## src/rtl/core/cmcb_pkg.sv

```systemverilog
// Shared types and constants for the circle/box contact manifold core.
// No dependencies; imported by every module of the core.
package cmcb_pkg;

  localparam int PW     = 32;  // position width, Q16.16
  localparam int SW     = 31;  // size/radius width, Q16.16
  localparam int GW     = 34;  // exact edge/delta width
  localparam int MW     = 33;  // delta magnitude width
  localparam int DSQ_W  = 64;  // squared distance kept for hits
  localparam int SQ_N   = 46;  // root bits, one per sqrt stage
  localparam int RW     = 48;  // sqrt partial remainder width
  localparam int FRAC_SH = 28; // extra radicand scaling, 2^28
  localparam int NUM_W  = 63;  // dividend width for the normal divide
  localparam int DV_N   = 16;  // quotient bits, one per divide stage
  localparam int QD     = 4;   // front/back queue depth
  localparam int QAW    = 2;   // queue pointer width

  localparam logic signed [15:0] ONE_Q14  = 16'sd16384;
  localparam logic signed [15:0] MONE_Q14 = -16'sd16384;
  localparam logic [31:0]        DEPTH_MAX = 32'hFFFF_FFFF;

  typedef struct packed {
    logic signed [PW-1:0] a_pos_x;
    logic signed [PW-1:0] a_pos_y;
    logic [SW-1:0]        a_width;
    logic [SW-1:0]        a_height;
    logic [SW-1:0]        a_radius;
    logic                 a_round;
    logic signed [PW-1:0] b_pos_x;
    logic signed [PW-1:0] b_pos_y;
    logic [SW-1:0]        b_width;
    logic [SW-1:0]        b_height;
    logic [SW-1:0]        b_radius;
    logic                 b_round;
  } pair_t;

  // Classified pair handed from front to back
  typedef struct packed {
    logic                 use_root; // normal/depth need sqrt and divide
    logic                 hit;
    logic                 neg;      // box-then-circle: negate normal
    logic                 sx;
    logic                 sy;
    logic [MW-1:0]        mdx;
    logic [MW-1:0]        mdy;
    logic [DSQ_W-1:0]     dsq;
    logic [31:0]          rad;
    logic signed [15:0]   nx;       // used when use_root is low
    logic signed [15:0]   ny;
    logic [31:0]          dep;
  } rec_t;

endpackage

```

## src/rtl/core/cmcb_queue.sv

```systemverilog
// Short queue of classified pairs between front and back ends.
// Uses rec_t from cmcb_pkg.
module cmcb_queue
  import cmcb_pkg::*;
(
  input  logic clk,
  input  logic rst_n,
  input  logic push,
  input  rec_t push_data,
  input  logic pop,
  output logic full,
  output logic empty,
  output rec_t head
);

  rec_t mem_r [0:QD-1];
  logic [QAW-1:0] wp_r, rp_r;
  logic [QAW:0]   cnt_r, cnt_nxt;
  logic do_push, do_pop;

  assign full    = (cnt_r == (QAW+1)'(QD));
  assign empty   = (cnt_r == '0);
  assign do_push = push & ~full;
  assign do_pop  = pop & ~empty;
  assign head    = mem_r[rp_r];

  always_comb begin
    cnt_nxt = cnt_r;
    case ({do_push, do_pop})
      2'b10:   cnt_nxt = cnt_r + 1'b1;
      2'b01:   cnt_nxt = cnt_r - 1'b1;
      default: cnt_nxt = cnt_r;
    endcase
  end

  always_ff @(posedge clk) begin
    if (do_push) begin
      mem_r[wp_r] <= push_data;
    end
  end

  always_ff @(posedge clk) begin
    if (!rst_n) begin
      wp_r  <= '0;
      rp_r  <= '0;
      cnt_r <= '0;
    end else begin
      if (do_push) wp_r <= wp_r + 1'b1;
      if (do_pop)  rp_r <= rp_r + 1'b1;
      cnt_r <= cnt_nxt;
    end
  end

endmodule

```

## config.mk

```make
export PLATFORM = sky130hd
export DESIGN_NAME = cmcb_queue
export DESIGN_NICKNAME = d
export VERILOG_FILES = /design/src/rtl/core/cmcb_pkg.sv /design/src/rtl/core/cmcb_queue.sv
export SDC_FILE = /design/constraint.sdc
export NUM_CORES = 1
export LEC_CHECK = 0
export ABC_CLOCK_PERIOD_IN_PS = 7680
export BUFFER_PORTS_ARGS = -buffer_cell sky130_fd_sc_hd__buf_2
export CORE_MARGIN = 3
export CORE_UTILIZATION = 51
export DETAILED_ROUTE_END_ITERATION = 10
export PLACE_DENSITY = 0.82
export SLEW_MARGIN = 20
export SYNTH_ARGS = -nofsm -noshare
export SYNTH_HDL_FRONTEND = slang
export SYNTH_SLANG_ARGS = --single-unit
```

## constraint.sdc

```tcl
create_clock -name clk -period 7.68 [get_ports clk]
set_input_delay 1.152 -clock clk [delete_from_list [all_inputs] [get_ports clk]]
set_output_delay 1.152 -clock clk [all_outputs]
set_load 0.03 [all_outputs]
```

# --- Word level (Yosys, flattened, before mapping) ---
# Memories as Yosys holds them, arrays and structs flattened. A register that Yosys moved wholly into a read port is not among the register bits.
# Cells that the tools add are included.
classes:
  bitwise_logic: 4
  eq_ne: 3
  muxes: 5
  add_sub_neg: 4
  reduce_logical: 2
op_table:
  columns: ["cell", "count"]
  rows:
  - ["one-hot mux 3 bit (2 select lines)", 1]
  - ["adder 2 x 1 -> 2 bit (second input constant)", 2]
  - ["2-to-1 mux 2 bit", 2]
  - ["adder 3 x 1 -> 3 bit (second input constant)", 1]
  - ["equality test 3 bit (second input constant)", 1]
  - ["logical NOT 3 bit", 1]
  - ["subtractor 3 x 1 -> 3 bit (second input constant)", 1]
  - ["bitwise AND 1 bit", 2]
  - ["equality test 2 x 1 -> 1 bit (second input constant)", 1]
  - ["equality test 2 bit (second input constant)", 1]
  - ["2-to-1 mux 1 bit", 2]
  - ["inverter 1 bit", 2]
  - ["nonzero test 2 bit", 1]
word_totals:
  output_inout_bits: 233
  ramBits: 924
  mem_count: 1
  input_bits: 235
  wordCells: 22
  ff_bits: 7
memory_table:
  columns: ["name", "depth", "word_bits", "rd", "rd_ports_with_merged_regs", "wr", "line_no", "text"]
  rows:
  - ["mem_r", 4, 231, 1, 1, 1, "cmcb_queue.sv:16", "rec_t mem_r [0:QD-1];"]

# --- Logic depth before layout (Yosys ltp) ---
depth:
  depth_word: 5
  depth_mapped: 10
  depth_no_buf: 9

# --- Worst setup path after synthesis ---
# OpenSTA, ideal clock, no wires.
synth_timing:
  kind: "input -> register"
  from: "input push"
  to: "memory mem_r[2][0] (netlist bit) (enable)"
  required_time_ps: 7059
  stages: 3
  t_arrival_ps: 6785
  path_buffers: 1
  setup_time_ps: 621
  setup_slack_ps: 274
  path_cell_list: "nor2b_1 -> clkbuf_1 -> and2_1"
synth_via:
  elab_chain_cells: 3
synth_lines:
  columns: ["element", "line_no", "text"]
  rows:
  - ["start, declared", "cmcb_queue.sv:8", "input logic push,"]
  - ["bitwise AND 1 bit", "cmcb_queue.sv:23", "assign do_push = push & ~full;"]
  - ["2-to-1 mux 1 bit", "cmcb_queue.sv:37", "if (do_push) begin"]
  - ["2-to-1 mux 1 bit (implied by the code)", "cmcb_queue.sv:38", "mem_r[wp_r] <= push_data;"]
  - ["end, declared", "cmcb_queue.sv:16", null]
# No other way between the ends.

==> qor.txt <==
Highest Clock Rate = 0.2316 GHz
Total routed wirelength = 68200 um
Mapped Nets = 1502
# clock sinks = 933
Vias in the first global route = 16402
GR Overflow Total = 0
Met2 global-route usage = 32.82%
Number of buffers added on ports = 467
Slowest-stage cell, CP = dfxtp_4
Die height = 263.5 um
Total CTS buffers = 89
P&R area growth vs syn = 17.94%
Setup TNS = 0 ns
DR vias/cell = 5.652
CP Max Fanout = 101
RSZ-0062 raised after global routing = no
Actual slew at the worst max-slew pin = 1.005 ns
Kind of cell adding the most delay to the critical path = flip-flops
Setup repair bufs after CTS = 0
Final Max Slew Viols = 0
Worst path cell trace = buf_12, mux4_2, buf_2
Die W = 263.5 um
CP max stage delay = 0.82 ns
Fillcell total = 4249
Top Usage Layer GRT = met2
Reg area = 27930 sq um
Die area = 69450 sq um
Total number of vias = 15397
Final hold slack = 0.5145 ns
Resized cells post-CTS = 0
Pwr dens = 348.8 nW/um^2
Switching Fraction = 30.26%
Core area = 65050 sq um
Initial DRC Count = 1504
WS Path Type = reg -> out
CTS H-tree depth = 3
Global Route met3 Usage = 5.850%
Final instance area = 39890 sq um
Clock network fraction of design power = 29.7%
Final ANT Viol Nets = 0
P_sw = 4.211 mW
Distinct cell type count of the synthesized netlist = 21
I/O Pins = 468
Critical Path Source Type = flop
Final setup vio count = 0
Hold Path Class = reg -> reg
WP data required = 6.53 ns
Fraction of layout cells with a size suffix above 1 = 45.84%
Slew HR = 33.00%
Combinational share of power = 24.9%
Row count = 93
Crit path capture type = output port
Area of the multi-input gates = 5485 sq um
Mapped Cells = 1261
GR Util All Layers = 19.77%
Sequential share of the synthesized area = 82.57%
Avg WL per Cell = 25.04 um
Tcrit/Tclk final = 56.23%
First drt pass iteration count = 5
Max-Cap Viols = 0
Status = complete, no violations
Commonest cells after routing, fill and taps aside = 924 x edfxtp_1, 467 x buf_2, 231 x mux4_2
Nets = 2021
Synth Warn # = 0
Initial antenna violation count = 19
CTS tree = done
Final Hold Viols = 0
Hold Buf Count CTS = 0
Worst skew pair latency = 0.63 ns
Skew final = 0.02757 ns
Most common cell after layout, fill and taps aside = edfxtp_1
Placer's final routability congestion estimate = 0.7463
Initial Utilization = 52.00%
Mapped Area = 33820 sq um
Pleak = 13.19 nW
Synthesized flop and latch total = 933
Final min period = 4.319 ns
Clock-pin slew on the worst setup and hold paths = 0.06 ns
Placed cell area = 37050 sq um
CTS max path bufs = 3
Syn_area_per_cell = 26.82 sq um
Met1 Use GR = 25.27%
Largest net degree at the start of global routing = 132
Power Internal = 9.703 mW
HPWL after detailed placement = 40230 um
Flop pwr share = 45.3%
Post-route DRC = 0
First-pass GRT wire length = 103800 um
Peak supply drop = 0.3294 mV
Clock root buffer = clkbuf_16
Worst EP arrival = 3.17 ns
Buf/Inv on CP = 2
[synthesized netlist by cell type]
cell,count,share of area [%]
inv_1,6,0.067
nor2b_1,2,0.037
xnor2_1,1,0.026
or3_1,2,0.037
nand2_1,7,0.078
nor3b_1,1,0.022
and2_1,6,0.11
buf_2,25,0.37
o21ai_0,5,0.074
nor3_1,1,0.015
clkbuf_1,7,0.078
a21boi_0,2,0.044
buf_6,22,0.73
edfxtp_1,924,82
mux2i_1,2,0.059
mux4_2,231,15
ha_1,5,0.18
fa_1,1,0.059
xor2_1,1,0.026
or4bb_1,1,0.033
dfxtp_1,9,0.53
[tightest hold or removal path, cell delays in order (launching register included)]
cell,delay [ns]
dfxtp_1,0.32
nand2_1,0.07
o21ai_0,0.07
[power by group through the flow]
stage	combinational (mW)	clock, mW	sequential (mW)
final	3.47	4.14	6.31
after global routing	3.67	4.42	6.35
after CTS	3.54	4.23	6.32
after detailed placement	3.51	0	6.41
after global placement	3.48	0	6.37
after floorplan	2.63	0	6.42
[final timing paths]
| kind | from | to | slack (ns) | depth (start not counted) |
|---|---|---|---|---|
| hold / removal | rp_r[0] | rp_r[0] | 0.51 | 2 |
| hold reg to reg | rp_r[0] | rp_r[0] | 0.51 | 2 |
| setup reg to reg | cnt_r[2] | mem_r[1][166] | 4.49 | 5 |
| setup / recovery | flop | head[179] | 3.36 | 3 |
[state kept, by name, indices dropped and copies added, names as in the netlist, named ones only]
signal and flops:
cnt_r 3, wp_r 2, mem_r 924, rp_r 2
[cells by family (layout without fill, tap and decap cells)]
group | count (synthesis) | after routing | synth area share [%]
DFF | 933 | 933 | 82.57
muxes | 233 | 233 | 15.44
buffers and inverters | 60 | 651 | 1.247
and+or+nand+nor | 20 | 20 | 0.3329
AOI/OAI and AO/OA | 7 | 7 | 0.1183
adders and majority gates | 6 | 6 | 0.2441
xor gates and xnor gates | 2 | 2 | 0.05180
other | 0 | 17 | 0
[through the flow]
| step | cells | utilization [%] | power, mW | setup slack, ns |
|---|---|---|---|---|
| 6_report | 2724 | 61.33 | 13.91 | 3.361 |
| 2_1_floorplan | 1261 | - | 9.051 | 0.2739 |
| 4_1_cts | 2707 | 61.26 | 14.08 | 3.199 |
| 5_1_grt | 2716 | 61.30 | 14.44 | 3.098 |
| 3_5_place_dp | 2544 | 56.96 | 9.922 | 3.780 |
| 3_3_place_gp | 2544 | 56.96 | 9.841 | 3.834 |
[per-layer routing]
layer | share of wire [%] | vias up
li1 | - | 6538
met1 | 37 | 8064
met2 | 52 | 647
met3 | 8.6 | 136
met4 | 3.0 | 12
met5 | 0.10 | -
[final cells by class]
| class | count | area share (%) |
|---|---|---|
| clock inverter | 51 | 0.9598 |
| inverter | 6 | 0.05646 |
| multi-input combinational | 268 | 13.75 |
| timing repair buffer | 482 | 6.361 |
| clock buffer | 112 | 6.060 |
| tap | 855 | 2.682 |
| antenna | 17 | 0.1066 |
| sequential | 933 | 70.02 |
Power figures use the tool's default switching activity.
